`config.mk`:
```
export PLATFORM = sky130hd
export DESIGN_NAME = segment_chain_follow
export DESIGN_NICKNAME = d
export VERILOG_FILES = /design/src/design/scf_pkg.sv /design/src/design/scf_dp.sv /design/src/design/scf_ctrl.sv /design/src/design/segment_chain_follow.sv
export SDC_FILE = /design/constraint.sdc
export NUM_CORES = 2
export LEC_CHECK = 0
export ABC_AREA = 1
export BUFFER_PORTS_ARGS = -buffer_cell sky130_fd_sc_hd__buf_2
export CORE_MARGIN = 2
export CORE_UTILIZATION = 40
export CTS_CLUSTER_DIAMETER = 100
export DETAILED_ROUTE_END_ITERATION = 8
export GPL_TIMING_DRIVEN = 0
export PLACE_DENSITY_LB_ADDON = 0.15
export SLEW_MARGIN = 20
export SYNTH_ARGS = -nofsm -noshare
export SYNTH_HDL_FRONTEND = slang
export SYNTH_HIERARCHICAL = 1
export SYNTH_SLANG_ARGS = --single-unit
export TNS_END_PERCENT = 10
```
`constraint.sdc`:
```
create_clock -name clk -period 18.6 [get_ports clk]
set_input_delay 0.93 -clock clk [delete_from_list [all_inputs] [get_ports clk]]
set_output_delay 0.93 -clock clk [all_outputs]
set_load 0.01 [all_outputs]
```
`src/design/scf_pkg.sv`:
```
// ----------------------------------------------------------------------------
// scf_pkg
// Shared types and constants for the segment chain follower.
// ----------------------------------------------------------------------------
package scf_pkg;

	localparam int COORD_W = 16;
	localparam int LEN_W   = 12;
	localparam int ACT_W   = 4;

	localparam logic [LEN_W-1:0] LEN_RESET = 12'd48;
	localparam logic [ACT_W-1:0] ACT_RESET = 4'd2;
	localparam logic [3:0]       BIT_TOP   = 4'd11;

	// register indexes of the configuration port
	localparam logic [0:0] REG_SEG_LEN = 1'b0;
	localparam logic [0:0] REG_ACTIVE  = 1'b1;

	typedef struct packed {
		logic signed [COORD_W-1:0] target_x;
		logic signed [COORD_W-1:0] target_y;
	} in_t;

	typedef struct packed {
		logic [2:0]                segment_index;
		logic signed [COORD_W-1:0] joint_x_out;
		logic signed [COORD_W-1:0] joint_y_out;
		logic                      last_joint;
	} out_t;

	typedef enum logic [3:0] {
		OP_NONE,
		OP_TGT,
		OP_RD,
		OP_LDP,
		OP_LDF,
		OP_MUL_AX,
		OP_MUL_AY,
		OP_MUL_LL,
		OP_SUM,
		OP_MUL_LHS,
		OP_LHS_SV,
		OP_PR_SQ,
		OP_PR_MS,
		OP_PR_CMP,
		OP_WR,
		OP_EMIT
	} dp_op_t;

	typedef struct packed {
		dp_op_t     op;
		logic       comp;
		logic [3:0] bit_idx;
		logic [2:0] seg;
		logic       last;
	} dp_cmd_t;

	typedef struct packed {
		logic zero;
		logic out_free;
	} dp_stat_t;

endpackage

```
`src/design/scf_dp.sv`:
```
// ----------------------------------------------------------------------------
// scf_dp
// Datapath: joint store, shared multiplier, bitwise search of the scaled
// offset, saturating update and the output register.
// ----------------------------------------------------------------------------
module scf_dp import scf_pkg::*; #(
	parameter int NUM_SEGMENTS = 8,
	localparam int AW = (NUM_SEGMENTS > 1) ? $clog2(NUM_SEGMENTS) : 1
) (
	input  logic                clk,
	input  logic                arst_n,
	input  logic                cfg_we,
	input  logic [0:0]          cfg_idx,
	input  logic [LEN_W-1:0]    cfg_wdata,
	input  in_t                 in_data,
	input  dp_cmd_t             cmd,
	input  logic [AW-1:0]       addr,
	output dp_stat_t            stat,
	output logic                out_valid,
	input  logic                out_ready,
	output out_t                out_data
);

	logic [2*COORD_W-1:0] mem [NUM_SEGMENTS];
	logic [NUM_SEGMENTS-1:0] vld_q;
	logic [2*COORD_W-1:0] rd_q;

	logic [LEN_W-1:0] len_q;
	logic signed [COORD_W-1:0] f_x_q, f_y_q, p_x_q, p_y_q;
	logic dx_neg_q, dy_neg_q, zero_q;
	logic [COORD_W-1:0] ax_q, ay_q;
	logic [31:0] sqx_q, sqy_q;
	logic [32:0] s_q;
	logic [23:0] l2_q;
	logic [58:0] lhs_q;
	logic [LEN_W-1:0] q_q, qx_q;
	logic [61:0] prod_q;
	logic out_valid_q;
	out_t out_q;

	logic signed [COORD_W:0] dx, dy;
	logic [33:0] mul_a;
	logic [27:0] mul_b;
	logic [LEN_W-1:0] cand;
	logic [LEN_W:0] tval;
	logic signed [COORD_W-1:0] new_x, new_y;

	function automatic logic [2*COORD_W-1:0] rst_val(input logic [AW-1:0] a);
		logic signed [31:0] x;
		x = 32'sd5120 - 32'sd48 * $signed({1'b0, 31'(a)});
		return {16'(x), 16'sd5120};
	endfunction

	function automatic logic signed [COORD_W-1:0] move(
		input logic signed [COORD_W-1:0] f,
		input logic neg,
		input logic [LEN_W-1:0] q
	);
		logic signed [COORD_W+1:0] r;
		r = neg ? ({{2{f[COORD_W-1]}}, f} - $signed({6'b0, q}))
		        : ({{2{f[COORD_W-1]}}, f} + $signed({6'b0, q}));
		if (r > 18'sd32767)
			return 16'sh7FFF;
		else if (r < -18'sd32768)
			return 16'sh8000;
		else
			return 16'(r);
	endfunction

	assign dx = $signed({rd_q[31], rd_q[31:16]}) - $signed({f_x_q[15], f_x_q});
	assign dy = $signed({rd_q[15], rd_q[15:0]}) - $signed({f_y_q[15], f_y_q});
	assign cand = q_q | (12'd1 << cmd.bit_idx);
	assign tval = {cand, 1'b0} - 13'd1;
	assign new_x = zero_q ? p_x_q : move(f_x_q, dx_neg_q, qx_q);
	assign new_y = zero_q ? p_y_q : move(f_y_q, dy_neg_q, q_q);

	always_comb begin
		mul_a = '0;
		mul_b = '0;
		case (cmd.op)
			OP_MUL_AX: begin mul_a = 34'(ax_q); mul_b = 28'(ax_q); end
			OP_MUL_AY: begin mul_a = 34'(ay_q); mul_b = 28'(ay_q); end
			OP_MUL_LL: begin mul_a = 34'(len_q); mul_b = 28'(len_q); end
			OP_MUL_LHS: begin
				mul_a = 34'(cmd.comp ? sqy_q : sqx_q);
				mul_b = 28'(l2_q);
			end
			OP_PR_SQ: begin mul_a = 34'(tval); mul_b = 28'(tval); end
			OP_PR_MS: begin mul_a = 34'(s_q); mul_b = 28'(prod_q[25:0]); end
			default: begin mul_a = '0; mul_b = '0; end
		endcase
	end

	// joint store: one read, one write port
	always_ff @(posedge clk) begin
		if (cmd.op == OP_RD)
			rd_q <= vld_q[addr] ? mem[addr] : rst_val(addr);
		if (cmd.op == OP_WR)
			mem[addr] <= {new_x, new_y};
	end

	always_ff @(posedge clk or negedge arst_n) begin
		if (!arst_n) begin
			vld_q       <= '0;
			len_q       <= LEN_RESET;
			out_valid_q <= 1'b0;
		end else begin
			if (cmd.op == OP_WR)
				vld_q[addr] <= 1'b1;
			if (cfg_we && cfg_idx == REG_SEG_LEN)
				len_q <= cfg_wdata;
			if (cmd.op == OP_EMIT)
				out_valid_q <= 1'b1;
			else if (out_ready)
				out_valid_q <= 1'b0;
		end
	end

	always_ff @(posedge clk) begin
		prod_q <= 62'(mul_a * mul_b);
		case (cmd.op)
			OP_TGT: begin
				f_x_q <= in_data.target_x;
				f_y_q <= in_data.target_y;
			end
			OP_LDF: begin
				f_x_q <= rd_q[31:16];
				f_y_q <= rd_q[15:0];
			end
			OP_LDP: begin
				p_x_q    <= rd_q[31:16];
				p_y_q    <= rd_q[15:0];
				dx_neg_q <= dx[COORD_W];
				dy_neg_q <= dy[COORD_W];
				ax_q     <= 16'(dx[COORD_W] ? -dx : dx);
				ay_q     <= 16'(dy[COORD_W] ? -dy : dy);
				zero_q   <= (dx == '0) && (dy == '0);
			end
			OP_MUL_AY: sqx_q <= prod_q[31:0];
			OP_MUL_LL: sqy_q <= prod_q[31:0];
			OP_SUM: begin
				l2_q <= prod_q[23:0];
				s_q  <= {1'b0, sqx_q} + {1'b0, sqy_q};
			end
			OP_LHS_SV: begin
				lhs_q <= {prod_q[56:0], 2'b00};
				q_q   <= '0;
				if (cmd.comp)
					qx_q <= q_q;
			end
			OP_PR_CMP: begin
				if (cand <= len_q && prod_q <= {3'b0, lhs_q})
					q_q <= cand;
			end
			OP_EMIT: begin
				out_q.segment_index <= cmd.seg;
				out_q.joint_x_out   <= rd_q[31:16];
				out_q.joint_y_out   <= rd_q[15:0];
				out_q.last_joint    <= cmd.last;
			end
			default: ;
		endcase
	end

	assign stat.zero     = zero_q;
	assign stat.out_free = !out_valid_q || out_ready;
	assign out_valid     = out_valid_q;
	assign out_data      = out_q;

endmodule

```
`src/design/scf_ctrl.sv`:
```
// ----------------------------------------------------------------------------
// scf_ctrl
// Sequencer: walks the joints, the two components and the search bits, then
// reads the chain back out.
// ----------------------------------------------------------------------------
module scf_ctrl import scf_pkg::*; #(
	parameter int NUM_SEGMENTS = 8,
	localparam int AW = (NUM_SEGMENTS > 1) ? $clog2(NUM_SEGMENTS) : 1
) (
	input  logic             clk,
	input  logic             arst_n,
	input  logic             cfg_we,
	input  logic [0:0]       cfg_idx,
	input  logic [ACT_W-1:0] cfg_wdata,
	input  logic             in_valid,
	output logic             in_ready,
	output dp_cmd_t          cmd,
	output logic [AW-1:0]    addr,
	input  dp_stat_t         stat
);

	localparam logic [ACT_W-1:0] CAP = ACT_W'((NUM_SEGMENTS < 8) ? NUM_SEGMENTS : 8);

	typedef enum logic [3:0] {
		ST_IDLE, ST_RD_P, ST_LD_P, ST_CHK, ST_MUL_Y, ST_MUL_L, ST_SUM, ST_LHS,
		ST_LHS_SV, ST_PR_SQ, ST_PR_MS, ST_PR_CMP, ST_WR, ST_RD_F, ST_LD_F, ST_EM
	} state_t;

	state_t state_q;
	logic [ACT_W-1:0] active_q, n_q, n_clamp;
	logic [AW-1:0] idx_q;
	logic tail_q, comp_q, em_rd_q;
	logic [3:0] bit_q;
	logic is_last, is_pen;

	assign n_clamp = (active_q < 4'd2) ? 4'd2 : ((active_q > CAP) ? CAP : active_q);
	assign is_last = (32'(idx_q) == 32'(n_q) - 32'd1);
	assign is_pen  = (32'(idx_q) == 32'(n_q) - 32'd2);
	assign in_ready = (state_q == ST_IDLE);

	always_ff @(posedge clk or negedge arst_n) begin
		if (!arst_n) begin
			state_q  <= ST_IDLE;
			active_q <= ACT_RESET;
			n_q      <= ACT_RESET;
			idx_q    <= '0;
			tail_q   <= 1'b0;
			comp_q   <= 1'b0;
			bit_q    <= '0;
			em_rd_q  <= 1'b0;
		end else begin
			if (cfg_we && cfg_idx == REG_ACTIVE)
				active_q <= cfg_wdata;
			case (state_q)
				ST_IDLE: if (in_valid) begin
					n_q     <= n_clamp;
					idx_q   <= AW'(n_clamp - 4'd1);
					tail_q  <= 1'b1;
					state_q <= ST_RD_P;
				end
				ST_RD_P:  state_q <= ST_LD_P;
				ST_LD_P:  state_q <= ST_CHK;
				ST_CHK:   state_q <= stat.zero ? ST_WR : ST_MUL_Y;
				ST_MUL_Y: state_q <= ST_MUL_L;
				ST_MUL_L: state_q <= ST_SUM;
				ST_SUM: begin
					comp_q  <= 1'b0;
					state_q <= ST_LHS;
				end
				ST_LHS: state_q <= ST_LHS_SV;
				ST_LHS_SV: begin
					bit_q   <= BIT_TOP;
					state_q <= ST_PR_SQ;
				end
				ST_PR_SQ: state_q <= ST_PR_MS;
				ST_PR_MS: state_q <= ST_PR_CMP;
				ST_PR_CMP: begin
					if (bit_q != 4'd0) begin
						bit_q   <= bit_q - 4'd1;
						state_q <= ST_PR_SQ;
					end else if (!comp_q) begin
						comp_q  <= 1'b1;
						state_q <= ST_LHS;
					end else begin
						state_q <= ST_WR;
					end
				end
				ST_WR: begin
					if (tail_q) begin
						tail_q  <= 1'b0;
						idx_q   <= '0;
						state_q <= ST_RD_F;
					end else if (is_pen) begin
						idx_q   <= '0;
						em_rd_q <= 1'b1;
						state_q <= ST_EM;
					end else begin
						idx_q   <= idx_q + 1'b1;
						state_q <= ST_RD_F;
					end
				end
				ST_RD_F: state_q <= ST_LD_F;
				ST_LD_F: state_q <= ST_RD_P;
				ST_EM: begin
					if (em_rd_q)
						em_rd_q <= 1'b0;
					else if (stat.out_free) begin
						if (is_last)
							state_q <= ST_IDLE;
						else begin
							idx_q   <= idx_q + 1'b1;
							em_rd_q <= 1'b1;
						end
					end
				end
				default: state_q <= ST_IDLE;
			endcase
		end
	end

	always_comb begin
		cmd         = '0;
		cmd.op      = OP_NONE;
		cmd.comp    = comp_q;
		cmd.bit_idx = bit_q;
		cmd.seg     = 3'(idx_q);
		cmd.last    = is_last;
		addr        = idx_q;
		case (state_q)
			ST_IDLE:   cmd.op = in_valid ? OP_TGT : OP_NONE;
			ST_RD_P:   cmd.op = OP_RD;
			ST_LD_P:   cmd.op = OP_LDP;
			ST_CHK:    cmd.op = OP_MUL_AX;
			ST_MUL_Y:  cmd.op = OP_MUL_AY;
			ST_MUL_L:  cmd.op = OP_MUL_LL;
			ST_SUM:    cmd.op = OP_SUM;
			ST_LHS:    cmd.op = OP_MUL_LHS;
			ST_LHS_SV: cmd.op = OP_LHS_SV;
			ST_PR_SQ:  cmd.op = OP_PR_SQ;
			ST_PR_MS:  cmd.op = OP_PR_MS;
			ST_PR_CMP: cmd.op = OP_PR_CMP;
			ST_WR:     cmd.op = OP_WR;
			ST_RD_F: begin
				cmd.op = OP_RD;
				addr   = idx_q + 1'b1;
			end
			ST_LD_F:   cmd.op = OP_LDF;
			ST_EM:     cmd.op = em_rd_q ? OP_RD : (stat.out_free ? OP_EMIT : OP_NONE);
			default:   cmd.op = OP_NONE;
		endcase
	end

	a_emit_free: assert property (@(posedge clk) disable iff (!arst_n)
		cmd.op == OP_EMIT |-> stat.out_free) else $error("emit into full output");
	a_idx_range: assert property (@(posedge clk) disable iff (!arst_n)
		state_q != ST_IDLE |-> 32'(idx_q) < 32'(n_q)) else $error("joint index beyond chain");
	a_accept_busy: assert property (@(posedge clk) disable iff (!arst_n)
		in_valid && in_ready |=> !in_ready) else $error("accepted while busy");
	a_n_range: assert property (@(posedge clk) disable iff (!arst_n)
		n_q >= 4'd2 && n_q <= CAP) else $error("chain length out of range");

endmodule

```
`src/design/segment_chain_follow.sv`:
```
// ----------------------------------------------------------------------------
// segment_chain_follow
// Follow-the-leader chain: each target transfer drags the chain end towards it and
// every other joint towards its successor, then all joints are sent out.
// ----------------------------------------------------------------------------
// Usage:
//  - cfg_we/cfg_idx/cfg_wdata write segment length (index 0, Q8.4) and the
//    number of segments in use (index 1, clamped to 2..min(NUM_SEGMENTS,8)).
//    Write only while idle.
//  - in channel: one target point per transfer; taken only when idle.
//  - out channel: one transfer per active joint, index 0 first, last_joint
//    high on the final one.
//  - Timing: each joint runs two 12-step searches, one per component, on the
//    one shared multiplier; a joint that already sits on the point it follows
//    skips both searches. Read-out reads each joint, then sends it.
//  - A receiver stall holds the block in read-out; the output register keeps
//    the pending transfer stable.
//  - Reset: joints return to their home line (x = 320 - 3i, y = 320) through
//    per-entry valid bits, so no clearing pass is needed.
// ----------------------------------------------------------------------------
module segment_chain_follow import scf_pkg::*; #(
	parameter int NUM_SEGMENTS = 8
) (
	input  logic             clk,
	input  logic             arst_n,
	input  logic             cfg_we,
	input  logic [0:0]       cfg_idx,
	input  logic [LEN_W-1:0] cfg_wdata,
	input  logic             in_valid,
	output logic             in_ready,
	input  in_t              in_data,
	output logic             out_valid,
	input  logic             out_ready,
	output out_t             out_data
);

	localparam int AW = (NUM_SEGMENTS > 1) ? $clog2(NUM_SEGMENTS) : 1;

	dp_cmd_t       cmd;
	dp_stat_t      stat;
	logic [AW-1:0] addr;

	// sequencer
	scf_ctrl #(.NUM_SEGMENTS(NUM_SEGMENTS)) u_ctrl (
		.clk       (clk),
		.arst_n    (arst_n),
		.cfg_we    (cfg_we),
		.cfg_idx   (cfg_idx),
		.cfg_wdata (cfg_wdata[ACT_W-1:0]),
		.in_valid  (in_valid),
		.in_ready  (in_ready),
		.cmd       (cmd),
		.addr      (addr),
		.stat      (stat)
	);

	// joint store, arithmetic and output register
	scf_dp #(.NUM_SEGMENTS(NUM_SEGMENTS)) u_dp (
		.clk       (clk),
		.arst_n    (arst_n),
		.cfg_we    (cfg_we),
		.cfg_idx   (cfg_idx),
		.cfg_wdata (cfg_wdata),
		.in_data   (in_data),
		.cmd       (cmd),
		.addr      (addr),
		.stat      (stat),
		.out_valid (out_valid),
		.out_ready (out_ready),
		.out_data  (out_data)
	);

endmodule
```
[Yosys cells after proc, flatten, opt, wreduce, memory -nomap -nowiden]
Memories as Yosys holds them, arrays and structs flattened.
Index checks and enable logic that the tools add are counted.
Word-level totals
  register bits after elaboration: 474
  bits in latches: 0
  memory bits (writable): 256
  memory bits (read-only): 0
  input port bits: 50
  output and inout port bits: 38
  logic and storage cells: 200
  memories kept: 1
Memories
  u_dp.mem: words 8, width 32, read ports 1, clocked after memory_dff 0, write ports 1, line scf_dp.sv:24  | logic [2*COORD_W-1:0] mem [NUM_SEGMENTS];
Cells by class
  add/subtract/negate cells: 16
  $mul: 2
  divide/modulo/power cells: 0
  $lt $le $gt $ge: 10
  eq/ne operators: 42
  shift-type cells: 1
  muxes and demuxes: 62
  bitwise gates (word level): 3
  reduce and logical (&&, ||, !) cells: 29
Operators by type and width (count)
  $pmux 34 s6: 1
  $pmux 26 s6: 1
  $mux 16: 8
  $eq 3x32->1: 2
  $eq 4x4->1 const B: 16
  $mux 32: 2
  $pmux 16 s2: 2
  $pmux 4 s16: 1
  $le 62x59->1: 1
  $mul 34x26->60: 1
  $pmux 4 s15: 1
  $mux 4: 13
  $gt 18x16->1 const B: 2
  $lt 18x16->1 const B: 2
  $mux 18: 2
  $add 16x13->17: 2
  $logic_not 17->1: 2
  $sub 16x13->17: 2
  $sub 16x16->17: 2
  $add 32x32->33: 1
  $eq 4x3->1 const B: 8
  $neg 16->16: 2
  $pmux 12 s2: 1
  $mux 3: 7
  41 further kinds: 83

[Logic depth before layout (Yosys ltp)]
  word-level depth: 8
  gate-level depth with buffers: 46
  gate-level depth less buffers: 44

[Hierarchy]
The synthesis kept the hierarchy.
By module, submodules not included
  scf_dp: times used 1, cells each 6947, area each 62922.8 µm², sequential area each 20537.2 µm²
  scf_ctrl: times used 1, cells each 227, area each 1527.7 µm², sequential area each 553.0 µm²

[Worst setup path before layout]
Ideal clock, no wire load.
  path kind: input-to-reg
  start: input out_ready
  end: register u_dp.prod_q[37]
  library setup time: 0.117 ns
  arrival time: 8.549 ns
  data required time: 18.483 ns
  setup slack: 9.934 ns
  cell stages on the path: 37
  buffers on the path: 1
  cell sequence: inv_1 nand2_1 inv_1 nor3_1 a21oi_1 o311ai_1 nand2_1 nor2_4 inv_1 nor2_1 nor3_1 nand3_2 buf_2 nand2_1 fa_1 inv_1 fa_1 inv_1 fa_1 inv_1 fa_1 inv_1 fa_1 inv_1 fa_1 inv_1 fa_1 inv_1 ha_1 a21oi_1 o21ai_0 a21oi_1 a21boi_0 o21ai_0 and2_1 o21bai_1 nand2_1
RTL lines
  from (decl): line segment_chain_follow.sv:33  | input logic out_ready,
  to (signal assigned): line scf_dp.sv:120  | prod_q <= 62'(mul_a * mul_b);
  to (decl): line scf_dp.sv:37  | logic [61:0] prod_q;

==> flow_metrics.py <==
metrics = {
    "run_status": {
        "status": "finished, final reports clean",
    },
    "drt": {
        "avgViaCountPerCell": 5.13,
        "post-route-drc-count": 0,
        "ant_nets": 0,
        "route.detailed.wl_per_inst_um": 23.1,
        "drt_first_iter_violations": 3644,
        "dr.pass1.iters": 8,
        "finalWirelength_um": 222000,
        "detailroute.via_count": 49300,
    },
    "finish": {
        "final-instance-count-excl-fill": 9603,
        "layout.filler_cells": 15800,
        "drive_gt1_share_pct": 7.39,
        "multiInputGateArea_um2": 36600,
        "mostFrequentLayoutCell": "nand2_1",
        "stdcell_area_um2": 71200,
        "layout.cells.most_common_list": "1576 x nand2_1, 1499 x inv_1, 750 x fa_1",
        "sequential_area_um2": 21100,
        "flow.area_growth_from_synthesis_pct": 10.4,
        "post_layout_nets": 8562,
        "finalCoreUtilization_pct": 44.4,
    },
    "placement": {
        "post_placement_worst_setup_slack_ns": 6.96,
        "place_area_um2": 68400,
        "finalWeightedCongestion": 0.977,
        "io_buffers": 87,
        "place.detailed.hpwl_um": 184000,
        "dp_cell_count": 9450,
    },
    "clocking": {
        "clock_insertion_delay_worst_skew_ns": 0.70,
        "cts_repair_resize_count": 0,
        "cts_root_buf": "clkbuf_16",
        "cts_buf_count": 80,
        "ctsLongestPathBuffers": 3,
        "clkSlewWorstSetupHoldPaths_ns": 0.06,
        "tritoncts_num_sinks": 730,
        "post_cts_setup_buffers": 0,
        "post_cts_hold_buffer_count": 0,
        "tritoncts_clock_tree": "done",
        "clock_tree.htree_level_count": 3,
    },
    "power_and_ir_drop": {
        "ir_drop_mv": 0.0909,
        "power.density_nw_per_um2": 48.7,
        "power_switching_share_pct": 20.9,
        "power_frac_clock_pct": 48.0,
        "p_seq_share_pct": 50.9,
        "leakage_nw": 33.4,
        "combPwrFrac_pct": 1.1,
        "design_power_total_mw": 3.47,
        "switching_power_mw": 0.726,
        "p_int_mw": 2.74,
    },
    "synth": {
        "synth_enable_flop_cells": 625,
        "ys_top_cells_by_area": "edfxtp_1 29%, fa_1 23%, nand2_1 9.2%",
        "synth_top_flop_cell": "edfxtp_1",
        "synth.ff_latch_count": 730,
        "synthesis.yosys.warnings": 6,
        "synthArstFlopShare_pct": 5.89,
        "syn_nets": 8363,
        "netlist-cell-type-count": 65,
        "synth_sequential_area_ratio_pct": 32.7,
        "synth_area_um2": 64500,
        "synth_top_area_cell": "edfxtp_1",
        "syn-instance-count": 7174,
        "post-synth-top-area-fraction_pct": 29.1,
        "syn_avg_cell_area_um2": 8.98,
    },
    "floorplanning": {
        "starting_density_of_the_core_pct": 40.2,
        "design.portCount": 88,
        "die_area_um2": 164000,
        "fp.dieH_um": 405,
        "floorplan.die.width_um": 405,
        "design.core.area_um2": 160000,
        "rows": 147,
    },
    "worst_setup_path": {
        "critical_path.most_common_cell": "inv_1",
        "timing_worst_setup_path_type": "reg2reg",
        "worst-endpoint-required_ns": 19.16,
        "category_of_the_worst_setup_path_capture_point": "flip-flop",
        "startpoint_type": "flip-flop",
        "cpMaxStageDelayCell": "fa_1",
        "cp_slowest_stage_delay_ns": 0.77,
        "cp_max_fo": 20,
        "worst-endpoint-arrival_ns": 12.09,
    },
    "sta": {
        "final_max_slew_viol_count": 0,
        "final_period_minus_worst_setup_slack_ns": 11.52,
        "setup-violations-final": 0,
        "fin_skew_ns": 0.0536,
        "rsz0062_at_grt": "false",
        "max_slew_margin_pct": 19.0,
        "holdWs_ns": 0.245,
        "transition_time_of_the_tightest_slew_check_pin_ns": 1.21,
        "timing.final.hold_violations": 0,
        "period_share_pct": 62.0,
        "fin_setup_tns_ns": 0,
        "fin_ws_ns": 7.08,
        "max_clock_freq_mhz": 86.8,
    },
    "global_route": {
        "grtUsageTotal_pct": 27.2,
        "grt_pass1_wl_um": 327000,
        "antenna_found_initial": 2,
        "grt_start_max_net_pins": 42,
        "first_global_vias": 50500,
        "grt_remaining_overflow": 0,
    },
    "flow_run": {
        "max-cap-violations": 0,
    },
    "min_path": {
        "worstHoldPathType": "in2async",
    },
}
-- sequential cells by signal, indices dropped and copies added, names as in the netlist, 8 cells and up --
signal and cells:
u_dp/len_q 12, u_dp/lhs_q 57, u_dp/p_y_q 16, u_dp/out_data 36, u_dp/prod_q 62, u_dp/rd_q 32
u_dp/sqx_q 32, u_dp/f_x_q 16, u_dp/sqy_q 32, u_dp/s_q 33, u_dp/qx_q 12, u_dp/mem 256
u_dp/l2_q 24, u_dp/vld_q 8, u_dp/ax_q 16, u_dp/f_y_q 16, u_dp/p_x_q 16, u_dp/ay_q 16
u_dp/q_q 12
-- critical path, delay by kind of cell (launching register included) --
kind / cells / cell delay, ns
flops: 1 / 0.43
xor+xnor: 1 / 0.18
compound gates: 7 / 1.97
buf+inv: 9 / 1.31
simple gates: 10 / 3.44
fa+ha+maj: 8 / 4.04
-- per-layer routing --
layer  wire length [um]  vias up  track usage (%)
met4              14000        0             14.6
met2             110000     1485             47.6
met5                  0        -                0
li1                   -    22700                -
met1              86700    24700             32.7
met3              10800      414             3.15
-- area by class of cell --
class                   instances  share of cell area [%]
clock buffers                 112                    3.27
repair buffers                117                    1.52
inverters                    1554                    8.20
flip-flops and latches        730                    29.6
plain buffers                 224                    1.54
diodes                          3                  0.0105
multi-input cells            4666                    51.4
well taps                    2160                    3.80
clock inverters                37                   0.654
-- synthesized netlist by cell type (all sizes together) (16+ instances only) --
library cell     n
a21o            25
a21oi          278
a22oi           16
a31oi           25
buf            147
clkbuf          77
dfrtp           39
dfxtp           62
edfxtp         625
fa             750
ha             389
inv           1549
mux2            34
nand2         1586
nand3          137
nand4           36
nor2           686
nor3            42
o21ai          284
o21bai          28
o22ai           72
xnor2           48
xor2           110
-- path summary, 6_finish.rpt --
check                                       start         endpoint  cells after the start  slack [ns]
min in group clk                  u_dp/prod_q[53]   u_dp/lhs_q[55]                      0        0.44
worst min register to register    u_dp/prod_q[53]   u_dp/lhs_q[55]                      0        0.44
max in group asynchronous                  arst_n    u_ctrl/n_q[1]                      2       17.70
worst max-delay path            u_ctrl/state_q[2]  u_dp/prod_q[58]                     35        7.08
worst min-delay path                       arst_n    u_dp/vld_q[5]                      1        0.25
worst max register to register  u_ctrl/state_q[2]  u_dp/prod_q[58]                     35        7.08
-- power groups by stage --
stage	Clock, mW	Sequential, mW	Combinational, mW
final	1.67	1.76	0.0398
after detailed placement	0	1.80	0.0400
after global placement	0	1.80	0.0387
after global routing	1.76	1.76	0.0445
after floorplan	0	1.80	0.0216
after CTS	1.70	1.76	0.0405
-- kinds of logic after synthesis --
logic type	synth area share, %
and+or+nand+nor	15.7
buffers and inverters	10.8
adders and majority gates	30.8
AOI/OAI and AO/OA	7.24
DFF	32.7
xor gates and xnor gates	2.15
muxes	0.610
No activity file was read; power rests on OpenSTA's default activity.
